--- src/hdl/bfpa_pkg.sv ---
package bfpa_pkg;

    // Pool geometry: offsets are 12 bits wide, so the pool is 4096 bytes
    localparam int OFS_W       = 12;
    localparam int LEN_W       = 13;
    localparam int POOL_BYTES  = 1 << OFS_W;
    localparam int HDR_BYTES   = 8;
    localparam int TABLE_DEPTH_DEF = 64;

    // Stream beat widths
    localparam int S_DATA_W = 24;
    localparam int M_DATA_W = 16;

    typedef enum logic {
        MODE_ALLOC = 1'b0,
        MODE_FREE  = 1'b1
    } mode_t;

    typedef enum logic [1:0] {
        ST_OK    = 2'd0,
        ST_NOFIT = 2'd1,
        ST_FULL  = 2'd2
    } status_t;

    // One free extent: base offset and length in bytes
    typedef struct packed {
        logic [OFS_W-1:0] start;
        logic [LEN_W-1:0] length;
    } extent_t;

    // Control from the sequencer to the best-fit tracker
    typedef struct packed {
        logic clear;
        logic sample;
    } track_ctl_t;

endpackage

--- src/hdl/bfpa_extent_mem.sv ---
module bfpa_extent_mem
    import bfpa_pkg::*;
#(
    parameter int TABLE_DEPTH = TABLE_DEPTH_DEF,
    parameter int IDX_W       = $clog2(TABLE_DEPTH)
) (
    input  logic             aclk,
    input  logic             aresetn,
    input  logic             rd_en,
    input  logic [IDX_W-1:0] rd_addr,
    output extent_t          rd_data,
    input  logic             wr_en,
    input  logic [IDX_W-1:0] wr_addr,
    input  extent_t          wr_data
);

    extent_t mem [TABLE_DEPTH];
    extent_t mem_q_reg;
    logic    fresh0_reg;
    logic    use_init_reg;

    // Write port and registered read port
    always_ff @(posedge aclk) begin
        if (wr_en) begin
            mem[wr_addr] <= wr_data;
        end
        if (rd_en) begin
            mem_q_reg <= mem[rd_addr];
        end
    end

    // Entry 0 reads as the whole pool until it is first written
    always_ff @(posedge aclk) begin
        if (!aresetn) begin
            fresh0_reg   <= 1'b1;
            use_init_reg <= 1'b0;
        end else begin
            if (wr_en && wr_addr == '0) begin
                fresh0_reg <= 1'b0;
            end
            if (rd_en) begin
                use_init_reg <= fresh0_reg && rd_addr == '0;
            end
        end
    end

    always_comb begin
        if (use_init_reg) begin
            rd_data.start  = '0;
            rd_data.length = LEN_W'(POOL_BYTES);
        end else begin
            rd_data = mem_q_reg;
        end
    end

endmodule

--- config.mk ---
export PLATFORM = sky130hd
export DESIGN_NAME = bfpa_extent_mem
export DESIGN_NICKNAME = d
export VERILOG_FILES = /design/src/hdl/bfpa_pkg.sv /design/src/hdl/bfpa_extent_mem.sv
export SDC_FILE = /design/constraint.sdc
export NUM_CORES = 1
export LEC_CHECK = 0
export BUFFER_PORTS_ARGS = -buffer_cell sky130_fd_sc_hd__clkbuf_2
export CORE_UTILIZATION = 35
export DETAILED_ROUTE_END_ITERATION = 10
export GPL_TIMING_DRIVEN = 1
export SLEW_MARGIN = 20
export SYNTH_ARGS = -nofsm -noshare
export SYNTH_HDL_FRONTEND = slang
export SYNTH_SLANG_ARGS = --single-unit
--- constraint.sdc ---
create_clock -name aclk -period 4 [get_ports aclk]
set_clock_uncertainty 0.2 [all_clocks]
set_input_delay 0.2 -clock aclk [delete_from_list [all_inputs] [get_ports aclk]]
set_output_delay 0.2 -clock aclk [all_outputs]
set_load 0.03 [all_outputs]
### After elaboration in Yosys (flattened, before gate mapping)

Memories as Yosys holds them, arrays and structs flattened. A register that Yosys moved wholly into a read port is not among the register bits.
Cells that the tools add are included.
W data, S select, Z words.

* flip-flop bits (word level): 2
* bits in writable memories: 1600
* logic and storage cells: 10
* memories kept: 1

* muxes and demuxes: 3
* reductions and logical operators: 4

Memories
* mem: depth 64, width 25, read ports 1, clocked after Yosys merged registers in 1, wr ports 1, line bfpa_extent_mem.sv:17 `extent_t mem [TABLE_DEPTH];`

Operator list (count)
* $mux W25: 1
* $logic_not A6 Y1: 2
* $logic_and A1 B1 Y1: 2
* $mux W1: 2

### Logic depth before layout (Yosys ltp)

Gate-level depths: netlist (run 1).

* depth after elaboration: 2
* gate-level depth with buffers: 10
* mapped depth without buffers: 5

### Worst setup path after synthesis (run 1)

No wires, ideal clock.

* path kind: input to register
* start: in wr_addr[3]
* end: mem mem[48][0] (netlist name) (enable)
* setup time: 438 ps
* arrival: 2455 ps
* setup slack: 906 ps
* cell stages on the path: 4
* path buffers: 1
* cells stage by stage: clkbuf_1 > nor2b_1 > nand4b_1 > nor3_1

RTL lines
* start: declaration: line bfpa_extent_mem.sv:13 `input logic [IDX_W-1:0] wr_addr,`
* end: declaration: line bfpa_extent_mem.sv:17

No word-level cell before the write port.

==> flow_metrics.py, run 1 <==
metrics = {
    "power": {
        "p_per_area_nw_per_um2": 495,
        "p_seq_share_pct": 53.4,
        "clockPowerShare_pct": 41.3,
        "swShare_pct": 21.9,
        "fin_total_pwr_mw": 35.6,
        "combPwrFrac_pct": 5.3,
        "p_leak_nw": 22.4,
        "intPower_mw": 27.8,
        "switchingPower_mw": 7.77,
        "irDropWorstVdd_mv": 0.311,
    },
    "finish": {
        "instances_no_fill": 5542,
        "nFillCells": 15200,
        "mostFrequentLayoutCells": "1625 x edfxtp_1, 353 x mux4_2, 180 x buf_4, 166 x clkbuf_16, 137 x a22oi_1",
        "num-nets-final": 3106,
        "syn_to_final_growth_pct": 15.9,
        "drive_above_1_share_pct": 29.2,
        "largest_reg_flops": 1600,
        "layout_commonest_cell": "edfxtp_1",
    },
    "floorplan": {
        "core-area_um2": 176000,
        "ioPinCount": 66,
        "start_util_pct": 35.2,
        "die_area_um2": 179000,
        "fp-row-count": 154,
        "die_w_um": 423,
        "die_h_um": 423,
    },
    "clock_network": {
        "clk_pin_slew_worst_paths_ns": 0.06,
        "numCtsBuffers": 165,
        "htree_levels": 4,
        "clk_latency_ns": 0.82,
        "cts_buffer_depth": 3,
        "cts_tree": "done",
        "clock-sinks": 1627,
        "cts_root_buf": "clkbuf_16",
    },
    "worst_setup_path": {
        "cp_max_fo": 9,
        "reg2reg_slack_ns": 1.48,
        "r2r-start": "mem[17][3]$_DFFE_PP_",
        "crit_start": "rd_addr[4]",
        "setup.worst_path.end": "mem_q_reg[0]$_DFFE_PP_",
        "setup.worst_path.end_class": "register",
        "worstPathRequired_ns": 4.37,
        "crit_type": "input pin to register",
        "cp-start-kind": "input pin",
        "arrival_ns": 3.48,
        "timing.rr.end": "mem_q_reg[3]$_DFFE_PP_",
        "rr_worst_depth": 5,
    },
    "yosys": {
        "ys_types": 44,
        "synth.net_count": 2806,
        "synthFlopType": "edfxtp_1",
        "ys_warn_count": 0,
        "synth-edff-count": 1625,
        "syn_avg_cell_area_um2": 22.4,
        "syn_inst": 2765,
        "async_flop_share_pct": 0,
        "ys_ff_latch": 1627,
        "synth.yosys.seq_area_share_pct": 78.9,
        "syn-cell-area_um2": 61900,
    },
    "timing": {
        "hold_violations": 0,
        "max_freq_mhz": 321,
        "finalCritPeriodShare_pct": 77.8,
        "rsz0062_at_grt": "false",
        "tightest_slew_ns": 1.15,
        "relSlewSlack_pct": 23.7,
        "finalMaxSlewViolations": 0,
        "setup_viol": 0,
        "tns_ns": 0,
        "fin_crit_ns": 3.11,
    },
    "route": {
        "ant_nets": 0,
        "drt-initial-drc-count": 3919,
        "drc": 0,
        "vias": 30500,
        "viasPerCell": 5.51,
        "wirelength_mm": 166,
        "wl_per_cell_um": 29.9,
        "firstDrtPassIters": 6,
    },
    "grt": {
        "grt_pass1_vias": 30600,
        "antenna_found_initial": 7,
        "grtUsageTotal_pct": 18.5,
        "grt_pass1_wl_mm": 234,
        "grt_max_degree": 74,
        "grt_remaining_overflow": 0,
    },
    "status": {
        "outcome": "complete, no violations",
    },
    "hold_path": {
        "worstHoldPathType": "input pin to register",
    },
    "placement": {
        "port_buffers": 65,
        "dp_hpwl_mm": 98.5,
        "gp_congestion": 0.848,
        "dp_cells": 5210,
    },
    "flow_run": {
        "maxCapViolCount": 0,
    },
}
-- area by class of cell --
type	instances	area [um2]	area share, %
clock inverters	89	773	1.08
multi-input cells	979	12600	17.5
inverters	1	3.75	0.00523
clock buffers	212	4330	6.03
well taps	2340	2930	4.08
flip-flops and latches	1627	48800	68.0
diodes	3	7.51	0.0105
repair buffers	291	2350	3.28
-- timing repair --
action                    4_1_cts  5_1_grt
gates resized for setup         0        0
buffers inserted                0        0
hold endpoints to repair      711       43
hold buffers                   27        1
-- cells in the mapped netlist, types with 13 or more instances --
master	n	share of area [%]
buf_2	63	0.51
clkbuf_1	57	0.35
o22ai_1	13	0.13
nor2_1	70	0.42
a221oi_1	24	0.34
buf_6	13	0.24
a22oi_1	137	1.7
nand3_1	38	0.31
edfxtp_1	1625	79
nand2_1	49	0.30
mux4_2	353	13
o21ai_0	16	0.13
buf_4	15	0.18
nor2b_1	35	0.35
mux2i_1	84	1.4
a21oi_1	38	0.31
mux2_2	18	0.33
-- metrics by stage --
stage                     hold slack (ns)  setup slack (ns)  cell area (um2)  util, %
after floorplan                    0.0619             0.906            61900        -
after global placement              0.252             0.508            66400     37.7
after detailed placement            0.260             0.505            66400     37.7
after CTS                         0.00126              1.01            71800     40.8
after global routing               0.0470             0.953            71800     40.8
final                              0.0391             0.887            71800     40.8
-- cells by family (layout without fill, tap and decap cells) --
logic type             count (synthesis)  after routing  synth area share, %
DFF                                 1627           1627                 78.9
muxes                                455            455                 14.5
AOI/OAI and AO/OA                    275            275                 3.22
and+or+nand+nor                      249            249                 2.01
buffers and inverters                159            593                 1.37
other                                  0              3                    0
-- power by group through the flow --
| stage | clock network, mW | logic [mW] | registers [mW] |
|---|---|---|---|
| after floorplan | 0 | 0.963 | 19.3 |
| after global placement | 0 | 1.86 | 19.3 |
| after detailed placement | 0 | 1.87 | 19.4 |
| after CTS | 14.9 | 1.90 | 19.0 |
| after global routing | 15.5 | 1.98 | 19.0 |
| final | 14.7 | 1.89 | 19.0 |
-- routing by layer --
layer  vias to the layer above  routed length, um  global-route usage, %  part of all wire, %
met3                       276              13100                   3.57                  7.9
li1                      12400                  -                      -                    -
met1                     16500              67100                   25.2                   41
met5                         -                 27                      0                0.016
met2                      1348              78700                   29.1                   47
met4                         4               6750                   7.60                  4.1
-- worst max-delay path, stage by stage --
cell and delay [ns]:
dlygate4sd3_1 0.64, clkbuf_2 0.47, nor2b_1 0.85, buf_4 0.35
nand3_1 0.51, and4_1 0.44
-- worst min path at each step --
stage | to | startpoint | slack, ns | depth (start not counted)
2_1_floorplan | fresh0_reg$_SDFFE_PN1P_ | aresetn | 0.06 | 1
3_3_place_gp | fresh0_reg$_SDFFE_PN1P_ | fresh0_reg$_SDFFE_PN1P_ | 0.25 | 2
5_1_grt | mem[26][4]$_DFFE_PP_ | wr_data[4] | 0.05 | 1
4_1_cts | mem[26][11]$_DFFE_PP_ | wr_data[11] | 0.001 | 1
3_5_place_dp | fresh0_reg$_SDFFE_PN1P_ | aresetn | 0.26 | 2
6_report | mem[24][11]$_DFFE_PP_ | wr_data[11] | 0.04 | 1
No activity file was read; power rests on OpenSTA's default activity.
==> inputs of run 2 (changes only) <==
==> constraint.sdc (replaced) <==
create_clock -name aclk -period 3.2 [get_ports aclk]
set_clock_uncertainty 0.2 [all_clocks]
set_input_delay 0.16 -clock aclk [delete_from_list [all_inputs] [get_ports aclk]]
set_output_delay 0.16 -clock aclk [all_outputs]
set_load 0.03 [all_outputs]
==> run 2 against run 1 <==
Largest power group unchanged; first-iteration DRC count shrank 8.8%; die area is the same; non-clock buffer count grew 47; core utilization grew 0.38 points; final area grew 0.93%; wire length shrank 2.5%; worst hold slack gained 0.020 ns; register-to-register slack lost 0.97 ns; via count shrank 0.12%.
==> flow_metrics.py, run 2 (synthesized netlist as in run 1, its figures left out) <==
metrics = {
    "status": {
        "outcome": "complete, no violations",
    },
    "finish": {
        "num-nets-final": 3152,
        "mostFrequentLayoutCells": "1625 x edfxtp_1, 353 x mux4_2, 207 x buf_4, 166 x clkbuf_16, 137 x a22oi_1",
        "final_core_util_pct": 41.2,
        "largest_reg_flops": 1600,
        "instances_no_fill": 5588,
        "syn_to_final_growth_pct": 17.0,
        "drive_above_1_share_pct": 30.6,
        "layout_commonest_cell": "edfxtp_1",
    },
    "worst_setup_path": {
        "r2r-start": "mem[28][16]$_DFFE_PP_",
        "arrival_ns": 3.03,
        "setup.worst_path.end_class": "register",
        "reg2reg_slack_ns": 0.51,
        "crit_type": "register to register",
        "rr_worst_depth": 4,
        "worstPathRequired_ns": 3.54,
        "cp_max_fo": 2,
        "cp-start-kind": "register",
        "timing.rr.end": "mem_q_reg[16]$_DFFE_PP_",
    },
    "grt": {
        "grt_pass1_wl_mm": 230,
        "grtUsageTotal_pct": 18.0,
        "antenna_found_initial": 12,
        "grt_remaining_overflow": 0,
        "grt_pass1_vias": 30700,
        "grt_max_degree": 73,
    },
    "route": {
        "met3_length_mm": 12.2,
        "firstDrtPassIters": 6,
        "wl_met2_mm": 77.9,
        "viasPerCell": 5.45,
        "drt-initial-drc-count": 3574,
        "wirelength_mm": 161,
        "drc": 0,
        "vias": 30500,
        "ant_nets": 0,
        "wl_per_cell_um": 28.9,
        "top_layer": "met5",
        "met1Wirelength_mm": 67.3,
    },
    "clock_network": {
        "cts_resized": 0,
        "cts_tree": "done",
        "htree_levels": 4,
        "post_cts_buffers": 0,
        "cts_root_buf": "clkbuf_16",
        "clock-sinks": 1627,
        "clk_pin_slew_worst_paths_ns": 0.06,
        "clk_latency_ns": 0.79,
        "numCtsBuffers": 164,
        "cts_buffer_depth": 3,
    },
    "timing": {
        "tightest_slew_ns": 1.09,
        "rsz0062_at_grt": "false",
        "setup_ws_ns": 0.506,
        "finalMaxSlewViolations": 0,
        "max_freq_mhz": 371,
        "finalCritPeriodShare_pct": 84.2,
        "tns_ns": 0,
        "relSlewSlack_pct": 27.3,
        "hold_violations": 0,
        "setup_viol": 0,
        "whs_ns": 0.0587,
        "fin_crit_ns": 2.69,
    },
    "power": {
        "irDropWorstVdd_mv": 0.554,
        "p_per_area_nw_per_um2": 617,
        "p_leak_nw": 22.7,
    },
    "placement": {
        "port_buffers": 65,
        "dp_cells": 5257,
        "gp_congestion": 0.807,
        "dp_hpwl_mm": 94.5,
        "post-place-ws_ns": 0.0178,
    },
    "floorplan": {
        "core-area_um2": 176000,
        "die_w_um": 423,
        "die_area_um2": 179000,
        "start_util_pct": 35.2,
        "fp-row-count": 154,
        "die_h_um": 423,
        "ioPinCount": 66,
    },
    "hold_path": {
        "worstHoldPathType": "input pin to register",
        "min_from": "wr_data[4]",
        "whs_path_depth": 1,
        "whs_endpoint": "mem[26][4]$_DFFE_PP_",
    },
    "flow_run": {
        "maxCapViolCount": 0,
    },
}
## run 2: cell types whose count changed in the layout (fill, tap and decap cells not counted), sizes merged
cell / change
clkbuf: -13
clkinv: +3
diode: +2
inv: -1
clkinvlp: +2
bufinv: +3
buf: +50
## run 2: area by class of cell
cell class	count	area, um2
Clock buffer	202	4290
Timing Repair Buffer	338	2950
Sequential cell	1627	48800
Clock inverter	96	876
Inverter	1	3.75
Tap cell	2340	2930
Multi-Input combinational cell	979	12500
Fill cell	15200	103000
Antenna cell	5	12.5
## run 2: worst max path at each step
| stage | from | end | slack (ns) | cells past startpoint |
|---|---|---|---|---|
| 2_1_floorplan | wr_addr[3] | mem[48][0]$_DFFE_PP_ | 0.15 | 4 |
| 3_3_place_gp | rd_addr[0] | mem_q_reg[16]$_DFFE_PP_ | 0.009 | 9 |
| 3_5_place_dp | rd_addr[2] | mem_q_reg[19]$_DFFE_PP_ | 0.02 | 8 |
| 4_1_cts | mem[31][17]$_DFFE_PP_ | mem_q_reg[17]$_DFFE_PP_ | 0.53 | 6 |
| 5_1_grt | mem[31][21]$_DFFE_PP_ | mem_q_reg[21]$_DFFE_PP_ | 0.49 | 7 |
| 6_report | mem[28][16]$_DFFE_PP_ | mem_q_reg[16]$_DFFE_PP_ | 0.51 | 4 |
## run 2: metal layers
layer | up-vias | track usage [%]
met4 | 6 | 5.02
met5 | - | 0
met2 | 1314 | 29.0
met3 | 229 | 2.95
li1 | 12500 | -
met1 | 16400 | 25.3
## run 2: worst max-delay path, stage by stage (launching register included)
cell and delay (ns):
edfxtp_1 0.37, mux4_2 0.47, a22oi_1 0.38, nand3_1 0.60
and4_1 0.45
## run 2: through the flow
step,power [mW],cell area [um2]
3_3_place_gp,26.6,67000
3_5_place_dp,26.6,67000
5_1_grt,45.9,72400
2_1_floorplan,25.3,61900
6_report,44.7,72400
4_1_cts,45.0,72400
## run 2: timing repair
item | CTS | global route
endpoints found under the setup margin | 0 | 0
hold buffers | 24 | 4
endpoints found under the hold margin | 730 | 178
## run 2: power by group
part           leakage [nW]  internal (mW)  total (mW)  switching [mW]
registers              14.7           23.6        23.7          0.0683
logic                  5.54          0.903        2.44            1.54
clock network          2.53           10.5        18.5            8.07
total                  22.7           35.0        44.7            9.68
