$ cat config.mk
export PLATFORM = sky130hd
export DESIGN_NAME = bfpa_best_track
export DESIGN_NICKNAME = d
export VERILOG_FILES = /design/src/hdl/bfpa_pkg.sv /design/src/hdl/bfpa_best_track.sv
export SDC_FILE = /design/constraint.sdc
export NUM_CORES = 1
export LEC_CHECK = 0
export ABC_AREA = 1
export BUFFER_PORTS_ARGS = -buffer_cell sky130_fd_sc_hd__buf_2
export CORE_ASPECT_RATIO = 0.5
export CORE_MARGIN = 1
export CORE_UTILIZATION = 40
export DETAILED_ROUTE_END_ITERATION = 16
export PLACE_DENSITY = 0.77
export SYNTH_ARGS = -nofsm -noshare
export SYNTH_HDL_FRONTEND = slang
export SYNTH_SLANG_ARGS = --single-unit
$ cat constraint.sdc
create_clock -name aclk -period 2.6 [get_ports aclk]
set_input_delay 0.13 -clock aclk [delete_from_list [all_inputs] [get_ports aclk]]
set_output_delay 0.13 -clock aclk [all_outputs]
set_load 0.005 [all_outputs]
$ cat src/hdl/bfpa_pkg.sv
package bfpa_pkg;

    // Pool geometry: offsets are 12 bits wide, so the pool is 4096 bytes
    localparam int OFS_W       = 12;
    localparam int LEN_W       = 13;
    localparam int POOL_BYTES  = 1 << OFS_W;
    localparam int HDR_BYTES   = 8;
    localparam int TABLE_DEPTH_DEF = 64;

    // Stream beat widths
    localparam int S_DATA_W = 24;
    localparam int M_DATA_W = 16;

    typedef enum logic {
        MODE_ALLOC = 1'b0,
        MODE_FREE  = 1'b1
    } mode_t;

    typedef enum logic [1:0] {
        ST_OK    = 2'd0,
        ST_NOFIT = 2'd1,
        ST_FULL  = 2'd2
    } status_t;

    // One free extent: base offset and length in bytes
    typedef struct packed {
        logic [OFS_W-1:0] start;
        logic [LEN_W-1:0] length;
    } extent_t;

    // Control from the sequencer to the best-fit tracker
    typedef struct packed {
        logic clear;
        logic sample;
    } track_ctl_t;

endpackage

$ cat src/hdl/bfpa_best_track.sv
module bfpa_best_track
    import bfpa_pkg::*;
#(
    parameter int IDX_W = 6
) (
    input  logic             aclk,
    input  logic             aresetn,
    input  track_ctl_t       ctl,
    input  logic [IDX_W-1:0] cand_idx,
    input  extent_t          cand,
    input  logic [LEN_W-1:0] need,
    output logic             found,
    output logic [IDX_W-1:0] best_idx,
    output extent_t          best
);

    logic             found_reg;
    logic [IDX_W-1:0] idx_reg;
    extent_t          best_reg;
    logic             hit;

    // Strictly smaller wins, so the lowest index keeps a tie
    assign hit = cand.length >= need && (!found_reg || cand.length < best_reg.length);

    always_ff @(posedge aclk) begin
        if (!aresetn) begin
            found_reg <= 1'b0;
        end else if (ctl.clear) begin
            found_reg <= 1'b0;
        end else if (ctl.sample && hit) begin
            found_reg <= 1'b1;
        end
    end

    always_ff @(posedge aclk) begin
        if (!ctl.clear && ctl.sample && hit) begin
            idx_reg  <= cand_idx;
            best_reg <= cand;
        end
    end

    assign found    = found_reg;
    assign best_idx = idx_reg;
    assign best     = best_reg;

endmodule

Yosys cells after proc, flatten, opt, wreduce, memory -nomap -nowiden
Index checks and enable logic that the tools add are counted.
{ "op_classes": {"magnitude_cmp": 2, "bitwise_logic": 1, "reduce_logical": 8} }
{ "op_table": {"columns": ["operator", "n"], "rows": [
  ["$ge A13 B13 Y1", 1],
  ["$lt A13 B13 Y1", 1],
  ["$logic_and A1 B1 Y1", 4],
  ["$logic_not A1 Y1", 2],
  ["$reduce_or A2 Y1", 1],
  ["$logic_or A1 B1 Y1", 1],
  ["$not A1 Y1", 1]
]} }
{ "word_totals": {"out_inout_bits": 32, "wordCells": 15, "ff_bits": 32} }

Depth between registers and ports, before layout
Gate-level depths: netlist (run 1).
{ "depth": {"depth_word": 4, "mapped_depth": 10, "depth_no_buf": 10} }

Worst setup path before layout (run 1)
No wires, ideal clock.
{ "synth_path": {"kind": "flip-flop to flip-flop", "from": "register best_reg (netlist bit best[2])", "to": "register best_reg (netlist bit best[0]), enable pin", "t_arrival_ns": 2.400, "setup_ns": 0.419, "stages_incl_launch_ff": 10, "setup_slack_ns": -0.219, "path_cell_list": "edfxtp_1 > inv_1 > ha_1 > nand2_1 > inv_1 > o21ai_0 > nand3_1 > nand2_1 > a21oi_1 > nor2_1"} }
{ "synth_via": {"elab_chain_len": 4} }
{ "synth_rtl": {"columns": ["element", "line", "text"], "rows": [
  ["start, declared", "bfpa_best_track.sv:19", "extent_t best_reg;"],
  ["start signal, assigned", "bfpa_best_track.sv:38", "best_reg <= cand;"],
  ["$lt A13 B13 Y1", "bfpa_best_track.sv:23", "assign hit = cand.length >= need && (!found_reg || cand.length < best_reg.length);"],
  ["$logic_or A1 B1 Y1", "bfpa_best_track.sv:23", null],
  ["$logic_and A1 B1 Y1", "bfpa_best_track.sv:23", null],
  ["$logic_and A1 B1 Y1", "bfpa_best_track.sv:36", "if (!ctl.clear && ctl.sample && hit) begin"]
]} }
No other way between the ends.
A chain may end at the register's enable or synchronous reset.

Worst setup path in the final report (run 1)
{ "layout_path": {"from": "register best_reg (netlist bit best[12])", "to": "register idx_reg[1] (netlist: best_idx[1]), enable pin"} }
{ "layout_via": {"elab_chain_len": 4} }
{ "layout_rtl": {"columns": ["element", "line", "text"], "rows": [
  ["$lt A13 B13 Y1", "bfpa_best_track.sv:23", null],
  ["$logic_or A1 B1 Y1", "bfpa_best_track.sv:23", null],
  ["$logic_and A1 B1 Y1", "bfpa_best_track.sv:23", null],
  ["$logic_and A1 B1 Y1", "bfpa_best_track.sv:36", null],
  ["end signal, assigned", "bfpa_best_track.sv:37", "idx_reg <= cand_idx;"],
  ["end, declared", "bfpa_best_track.sv:18", "logic [IDX_W-1:0] idx_reg;"]
]} }
No other way between the ends.

==> results.json, run 1 <==
{
  "met1Wirelength_um": 1497,
  "min_path_type": "in2reg",
  "syn_area_mm2": 0.001662,
  "ys_top_cells_by_area": "edfxtp_1 56%, ha_1 19%, inv_1 7.9%, nand2_1 5.9%, a21oi_1 3.3%",
  "grt_max_degree": 17,
  "ant_nets": 0,
  "end_kind": "flop",
  "clkLatencyLatePin_ns": 0.28,
  "routed.top_layer": "met4",
  "syn_to_final_growth_pct": 35.62,
  "cts_tree": "built",
  "max_cap_viol_count": 0,
  "seqPwrFrac": 0.486,
  "cp.required_ns": 2.63,
  "p_leak_nw": 1.152,
  "period_minus_slack_ns": 1.901,
  "n_antenna_cell": 0,
  "core-area_mm2": 0.003944,
  "worstSetupStartpoint": "best[12]",
  "viasPerCell": 4.341,
  "antenna_found_initial": 0,
  "synth_top_area_frac": 0.5602,
  "clockRootBuffer": "clkbuf_8",
  "p_int_mw": 0.9451,
  "rsz0062_at_grt": "no",
  "drcViolationCount": 0,
  "ys_ff_latch": 32,
  "synth_cells": 150,
  "hpwlAfterDp_um": 2684,
  "portBuffers": 79,
  "drive_above_1_share": 0.3975,
  "chipWidth_um": 93.15,
  "reg2reg_to": "best_idx[1]",
  "die_y_um": 47.58,
  "cts_sinks": 32,
  "hp-start": "cand[14]",
  "switching_share": 0.2261,
  "power_density_mw_per_mm2": 541.9,
  "largest_reg_flops": 25,
  "fmax_mhz": 525.9,
  "syn-num-nets": 223,
  "p_switching_mw": 0.2761,
  "grt_pass1_vias": 1199,
  "cts-resized-gates": 0,
  "hold_viol": 0,
  "grt_usage": 0.1528,
  "worstPathMaxFanout": 16,
  "cts_hold_buf": 0,
  "firstDrtPassIters": 4,
  "ios": 80,
  "dp.cells": 285,
  "finClkSkew_ns": 0.003636,
  "vdd_drop_max_mv": 0.2577,
  "slew_headroom": 0.8493,
  "rows": 16,
  "status": "finished clean",
  "first_iter_violations": 75,
  "critical_path_class": "reg2reg",
  "grt-ovfl-total": 0,
  "fin_setup_tns_ns": 0,
  "yosysTopAreaCell": "edfxtp_1",
  "cts_post_setup_buffers_inserted": 0,
  "grt_pass1_wl_um": 5078,
  "globalplace.congestion": 0.7651,
  "avgRoutedWirePerCell_um": 11.18,
  "cts_buffer_depth": 2,
  "vias": 1272,
  "crit_path_end": "best_idx[1]",
  "synth_cell_types": 15,
  "fin_cells": 293,
  "drt_wl_total_um": 3275,
  "initial_core_util": 0.4213,
  "slew_viol_final": 0,
  "startpoint_type": "flop",
  "period_share": 0.7313,
  "cts_buffers": 5,
  "critPathArrivalTime_ns": 1.93,
  "nets": 311,
  "wl_met3_um": 161,
  "reg2reg_depth": 9,
  "combinationalPowerShare": 0.129,
  "final-setup-viol-count": 0,
  "tightestPinTransition_ns": 0.2256,
  "rr_startpoint": "best[12]",
  "cts.clk_slew.worst_paths_ns": 0.07,
  "ys_seq_area_frac": 0.5723,
  "p_clk_frac": 0.385,
  "r2r_setup_slack_ns": 0.70,
  "avgSynthCellArea_um2": 11.08,
  "die_area_mm2": 0.004432,
  "synth_warnings": 0,
  "htreeDepth": 2,
  "route.met2.wl_um": 1598
}
-- critical path: stages (launching register included) --
cell	delay [ns]
edfxtp_1	0.36
inv_1	0.05
ha_1	0.28
nand2_1	0.07
nor2_1	0.13
nor3b_1	0.25
nand2_1	0.08
a21oi_1	0.18
nor2_2	0.05
buf_4	0.20
-- placed cells by master, fill, tap and decap left out --
| cell type | synthesis | final |
|---|---|---|
| bufinv_16 | 0 | 1 |
| dfxtp_1 | 1 | 1 |
| clkinvlp_4 | 0 | 1 |
| nor2_2 | 2 | 3 |
| a21oi_2 | 1 | 1 |
| buf_4 | 0 | 2 |
| nand2_2 | 1 | 1 |
| nand4_1 | 1 | 1 |
| o21ai_0 | 4 | 4 |
| clkbuf_8 | 0 | 5 |
| a21oi_1 | 11 | 11 |
| nand3_2 | 1 | 1 |
| edfxtp_1 | 31 | 31 |
| nor3b_1 | 1 | 1 |
| ha_1 | 25 | 25 |
| inv_1 | 35 | 35 |
| buf_2 | 0 | 79 |
| nand3_1 | 4 | 4 |
| nand2_1 | 26 | 26 |
| clkinv_2 | 0 | 1 |
| nor2_1 | 6 | 5 |
-- power groups by stage --
stage,combinational [mW],clock (mW),sequential (mW)
global placement,0.152,0,0.604
finish,0.158,0.470,0.594
CTS,0.159,0.482,0.594
detailed placement,0.158,0,0.605
floorplan,0.0761,0,0.608
global route,0.183,0.500,0.595
-- cell families (layout without fill, tap and decap cells) --
group / Yosys count / in the layout / share of synthesized area
compound gates: 16 / 16 / 0.05045
buf+inv: 35 / 124 / 0.07907
simple gates: 42 / 42 / 0.1099
flops: 32 / 32 / 0.5723
fa+ha+maj: 25 / 25 / 0.1883
-- worst min path at each step --
stage	end	slack, ns	depth (start not counted)
after detailed placement	best[17]	0.31	1
final	best[14]	0.02	1
after global placement	best[20]	0.31	1
after CTS	best[14]	0.01	1
after global routing	best[24]	0.004	1
after floorplan	best[0]	0.23	0
-- cell type report --
class | count | area, um2
Fill cell | 335 | 1690
Timing Repair Buffer | 81 | 410.4
Multi-Input combinational cell | 83 | 581.8
Sequential cell | 32 | 950.9
Tap cell | 54 | 67.56
Clock buffer | 5 | 68.82
Inverter | 35 | 131.4
Clock inverter | 3 | 42.54
-- Yosys cell counts (all sizes together) --
library cell,count
o21ai,4
a21oi,12
nand2,27
edfxtp,31
nand3,5
nor3b,1
inv,35
nor2,8
dfxtp,1
nand4,1
ha,25
-- layer usage --
layer / vias to the layer above / global-route usage
li1: 673 / -
met4: 0 / 0.04615
met1: 563 / 0.1838
met3: 3 / 0.04286
met5: - / 0
met2: 33 / 0.2809
-- stage by stage --
stage               power [mW]  setup WS, ns    util  hold slack [ns]  area, um2
finish                   1.221        0.6986  0.5714          0.01877       2253
global route             1.279        0.5212  0.5714         0.004378       2253
CTS                      1.235        0.6773  0.5714          0.01131       2253
detailed placement      0.7637        0.6992  0.5431           0.3081       2142
global placement        0.7565        0.7298  0.5431           0.3076       2142
floorplan               0.6844        0.2931       -           0.2289       1664
Note: power is estimated with default switching activity, not from simulation.
==> run 2: changes to the inputs <==
clock period = 1.5 ns   (was 2.6 ns; I/O delays follow)
==> run 2 against run 1 <==
Net effect:
- the flow now finishes with violations (setup timing)
- non-clock buffer count increased by 40
- critical path type unchanged
- clock-buffer cell count unchanged
- maximum frequency increased by 1.8%
- hold slack improved by 0.025 ns
- largest cell class unchanged
- combinational power increased to 2.7 times the previous value
- clock power increased by 76%
- critical path depth unchanged
- design area increased by 24%
==> results.json, run 2 (same netlist as run 1, synthesis figures left out) <==
{
  "firstDrtPassIters": 4,
  "failed_checks": "setup timing",
  "n_antenna_cell": 0,
  "avgRoutedWirePerCell_um": 12.48,
  "worst_slack_ns": -0.3669,
  "clockRootBuffer": "clkbuf_8",
  "syn_to_final_growth_pct": 68.30,
  "antenna_found_initial": 0,
  "drcViolationCount": 0,
  "grt_pass1_wl_um": 6092,
  "end_kind": "flop",
  "fin_cells": 333,
  "place_area_mm2": 0.002296,
  "rows": 16,
  "grt_max_degree": 19,
  "fin_setup_tns_ns": -10.96,
  "finClkSkew_ns": 0.008340,
  "reg2reg_to": "best[19]",
  "rr_startpoint": "best[10]",
  "nets": 351,
  "core-area_mm2": 0.003944,
  "max_cap_viol_count": 0,
  "postLayoutCellArea_mm2": 0.002796,
  "power_density_mw_per_mm2": 815.3,
  "period_share": 1.245,
  "initial_core_util": 0.4213,
  "final_common_cell": "buf_2",
  "slew_headroom": 0.8568,
  "r2r_setup_slack_ns": -0.37,
  "die_y_um": 47.58,
  "tightestPinTransition_ns": 0.2142,
  "cts_tree": "built",
  "critical_path_class": "reg2reg",
  "rsz0062_at_grt": "yes",
  "power_mw": 2.280,
  "status": "finished with violations",
  "cp.required_ns": 1.54,
  "viasPerCell": 4.492,
  "ant_nets": 0,
  "clkLatencyLatePin_ns": 0.28,
  "vdd_drop_max_mv": 0.3638,
  "grt_usage": 0.1880,
  "portBuffers": 79,
  "dp_slack_ns": -0.4129,
  "hp-start": "cand[6]",
  "period_minus_slack_ns": 1.867,
  "largest_reg_flops": 25,
  "min_path_type": "in2reg",
  "hold_viol": 0,
  "grt_pass1_vias": 1456,
  "globalplace.congestion": 0.7902,
  "fin_util": 0.7091,
  "cts_buffers": 5,
  "ios": 80,
  "drt_wl_total_um": 4157,
  "grt-ovfl-total": 0,
  "slew_viol_final": 0,
  "num-fill-cells": 265,
  "drive_above_1_share": 0.4910,
  "reg2reg_depth": 9,
  "hold_depth": 1,
  "cts.clk_slew.worst_paths_ns": 0.07,
  "hpwlAfterDp_um": 2791,
  "startpoint_type": "flop",
  "p_leak_nw": 1.360,
  "htreeDepth": 2,
  "dp.cells": 301,
  "min_to": "best[6]",
  "die_area_mm2": 0.004432,
  "final-setup-viol-count": 31,
  "critPathArrivalTime_ns": 1.91,
  "chipWidth_um": 93.15,
  "final_cell_mix": "79 x buf_2, 31 x inv_1, 31 x edfxtp_1",
  "cts_sinks": 32,
  "cts_buffer_depth": 2,
  "worstPathMaxFanout": 18,
  "first_iter_violations": 39,
  "whs_ns": 0.04366,
  "fmax_mhz": 535.6,
  "vias": 1496
}
-- run 2: changes by cell type in the layout (fill, tap and decap cells not counted), moves of 8 or more --
cell / delta
ha_4: +8
ha_1: -8
dlygate4sd3_1: +19
buf_4: +18
-- run 2: metal layers --
layer  GRT usage  vias up  share of wire
met4     0.08000        0          0.017
li1            -      756              -
met2      0.3662       44           0.53
met5           0        -              0
met1      0.2034      686           0.41
met3     0.05556       10          0.043
-- run 2: repair_timing --
action | CTS | global route
gates resized for setup | 22 | 4
setup buffers | 3 | 1
cloned | 1 | 0
pin swaps | 3 | 0
setup endpoints to repair | 31 | 31
endpoints found under the hold margin | 19 | 0
hold buffers | 19 | 0
-- run 2: final cells by class --
class | count | area (um2) | area share
Clock buffer | 5 | 68.82 | 0.02461
Multi-Input combinational cell | 83 | 734.5 | 0.2626
Sequential cell | 32 | 950.9 | 0.3400
Timing Repair Buffer | 121 | 800.8 | 0.2864
Clock inverter | 3 | 42.54 | 0.01521
Inverter | 35 | 131.4 | 0.04698
Tap cell | 54 | 67.56 | 0.02416
-- run 2: power breakdown --
part           internal (mW)  switching (mW)
registers               1.02          0.0113
logic                  0.230           0.193
clock network          0.491           0.335
total                   1.74           0.540
-- run 2: worst max-delay path, cell delays in order (launching register included) --
cell	delay (ns)
edfxtp_1	0.40
inv_2	0.07
ha_4	0.27
nand2_2	0.06
nor2_4	0.14
nor3b_4	0.19
nand2_1	0.08
a21oi_2	0.17
nor2_4	0.08
buf_12	0.16
-- run 2: how the worst max path moves through the flow --
stage	end	cells after the start	start	slack (ns)
floorplan	best[0]	7	best[8]	-0.47
global placement	best[0]	9	best[12]	-0.33
detailed placement	best[20]	9	best[12]	-0.41
CTS	best[20]	8	best[12]	-0.34
global route	best[13]	8	best[8]	-0.43
finish	best[19]	9	best[10]	-0.37
==> run 3: changes to the inputs <==
CORE_ASPECT_RATIO = unset   (was 0.5)
SLEW_MARGIN = 10   (was unset)
==> run 3 against run 2 <==
Net effect:
- the run still ends with setup timing left
- critical path depth fell by 1
- register-to-register slack gained 0.05 ns
- clock-buffer cell count unchanged
- critical endpoint is now best[20]
- largest cell class unchanged
- largest power group unchanged
==> results.json, run 3 (same netlist as run 1, synthesis figures left out) <==
{
  "cts_sinks": 32,
  "rsz0062_at_grt": "yes",
  "switching_share": 0.2343,
  "hp-start": "aresetn",
  "slew_headroom": 0.8627,
  "drt_wl_total_um": 3976,
  "failed_checks": "setup timing",
  "viasPerCell": 4.335,
  "syn_to_final_growth_pct": 66.42,
  "final-setup-viol-count": 31,
  "fmax_mhz": 549.6,
  "die_y_um": 66.45,
  "p_clk_frac": 0.364,
  "antenna_found_initial": 0,
  "tightestPinTransition_ns": 0.2045,
  "cts_buffers": 5,
  "drcViolationCount": 0,
  "reg2reg_to": "best[20]",
  "status": "finished with violations",
  "reg2reg_depth": 8,
  "rows": 23,
  "multi_input_area_um2": 715.7,
  "vias": 1435,
  "period_minus_slack_ns": 1.820,
  "final_common_cell": "buf_2",
  "firstDrtPassIters": 4,
  "r2r_setup_slack_ns": -0.32,
  "avgRoutedWirePerCell_um": 12.01,
  "grt_pass1_vias": 1358,
  "period_share": 1.213,
  "grt-ovfl-total": 0,
  "core-area_mm2": 0.004000,
  "p_int_mw": 1.732,
  "largest_reg_flops": 25,
  "critical_path_class": "reg2reg",
  "combinationalPowerShare": 0.181,
  "hold_viol": 0,
  "num-fill-cells": 295,
  "end_kind": "flop",
  "finClkSkew_ns": 0.01112,
  "cp.required_ns": 1.48,
  "hpwlAfterDp_um": 2732,
  "portBuffers": 79,
  "drive_above_1_share": 0.5089,
  "min_path_type": "in2reg",
  "fin_util": 0.6913,
  "cts.clk_slew.worst_paths_ns": 0.07,
  "slew_viol_final": 0,
  "p_leak_nw": 1.343,
  "n_antenna_cell": 0,
  "cts_buffer_depth": 2,
  "fin_cells": 331,
  "grt_usage": 0.1852,
  "initial_core_util": 0.4154,
  "ios": 80,
  "worstPathMaxFanout": 21,
  "startpoint_type": "flop",
  "cts_tree": "built",
  "die_area_mm2": 0.004416,
  "register_area_um2": 950.9,
  "rr_startpoint": "best[12]",
  "ant_nets": 0,
  "critPathArrivalTime_ns": 1.80,
  "vdd_drop_max_mv": 0.4301,
  "power_density_mw_per_mm2": 818.1,
  "worst_slack_ns": -0.3196,
  "first_iter_violations": 88,
  "clockRootBuffer": "clkbuf_8",
  "clkLatencyLatePin_ns": 0.28,
  "seqPwrFrac": 0.456,
  "chipWidth_um": 66.45,
  "htreeDepth": 2,
  "max_cap_viol_count": 0,
  "p_switching_mw": 0.5301,
  "globalplace.congestion": 0.8128,
  "min_to": "found",
  "grt_max_degree": 22,
  "dp.cells": 295,
  "hold_depth": 3,
  "nets": 353,
  "grt_pass1_wl_um": 5961,
  "final_cell_mix": "79 x buf_2, 31 x edfxtp_1, 28 x inv_1"
}
-- run 3: cell types whose count changed in the layout (fill, tap and decap cells not counted), sizes merged --
cell and change:
clkbuf -1, buf +3
-- run 3: critical path: stages (launching register included) --
cell and delay (ns):
edfxtp_1 0.42, inv_2 0.09, ha_4 0.20, a21oi_2 0.13, o21ai_1 0.11, a21oi_2 0.13, a21oi_2 0.08, nor2_4 0.15
buf_12 0.19
-- run 3: repair_timing --
item | in CTS | in global routing
hold buffers | 19 | 0
buffers inserted | 6 | 2
gates resized for setup | 18 | 12
endpoints found under the hold margin | 19 | 0
pin swaps | 6 | 1
cloned | 1 | 0
setup endpoints to repair | 31 | 31
-- run 3: layer usage --
| metal | up-vias | global-route usage | share of wire |
|---|---|---|---|
| met3 | 8 | 0.03938 | 0.057 |
| met4 | 0 | 0.09043 | 0.020 |
| met1 | 619 | 0.2183 | 0.43 |
| met5 | - | 0 | 0 |
| met2 | 53 | 0.3176 | 0.49 |
| li1 | 755 | - | - |
-- run 3: layout make-up --
cell class                      instances  area share
Sequential cell                        32      0.3439
Timing Repair Buffer                  123      0.2869
Multi-Input combinational cell         83      0.2588
Inverter                               35     0.04751
Clock buffer                            5     0.02489
Tap cell                               50     0.02262
Clock inverter                          3     0.01538
-- run 3: per-stage QoR --
step / hold slack [ns] / TNS (ns) / setup slack, ns / power [mW] / cell area, um2
final: 0.02673 / -9.006 / -0.3196 / 2.262 / 2765
after global placement: 0.2516 / -8.792 / -0.2966 / 1.346 / 2263
after global routing: 0.02766 / -11.16 / -0.3817 / 2.363 / 2765
after CTS: 0.02283 / -8.004 / -0.2756 / 2.246 / 2705
after detailed placement: 0.2531 / -9.787 / -0.3313 / 1.358 / 2263
after floorplan: 0.1739 / -14.59 / -0.4705 / 1.189 / 1673
-- run 3: worst max-delay path by stage --
stage               startpoint           to  slack (ns)  cells past startpoint
detailed placement    best[12]     best[14]       -0.33                      9
global placement      best[12]     best[14]       -0.30                      9
global route          best[12]  best_idx[0]       -0.38                      9
finish                best[12]     best[20]       -0.32                      8
CTS                    best[6]     best[10]       -0.28                      8
floorplan              best[8]      best[0]       -0.47                      7
-- run 3: power groups by stage --
stage | combinational [mW] | clock (mW) | sequential [mW]
floorplan | 0.135 | 0 | 1.05
global placement | 0.298 | 0 | 1.05
detailed placement | 0.309 | 0 | 1.05
CTS | 0.386 | 0.830 | 1.03
global route | 0.458 | 0.872 | 1.03
finish | 0.409 | 0.822 | 1.03
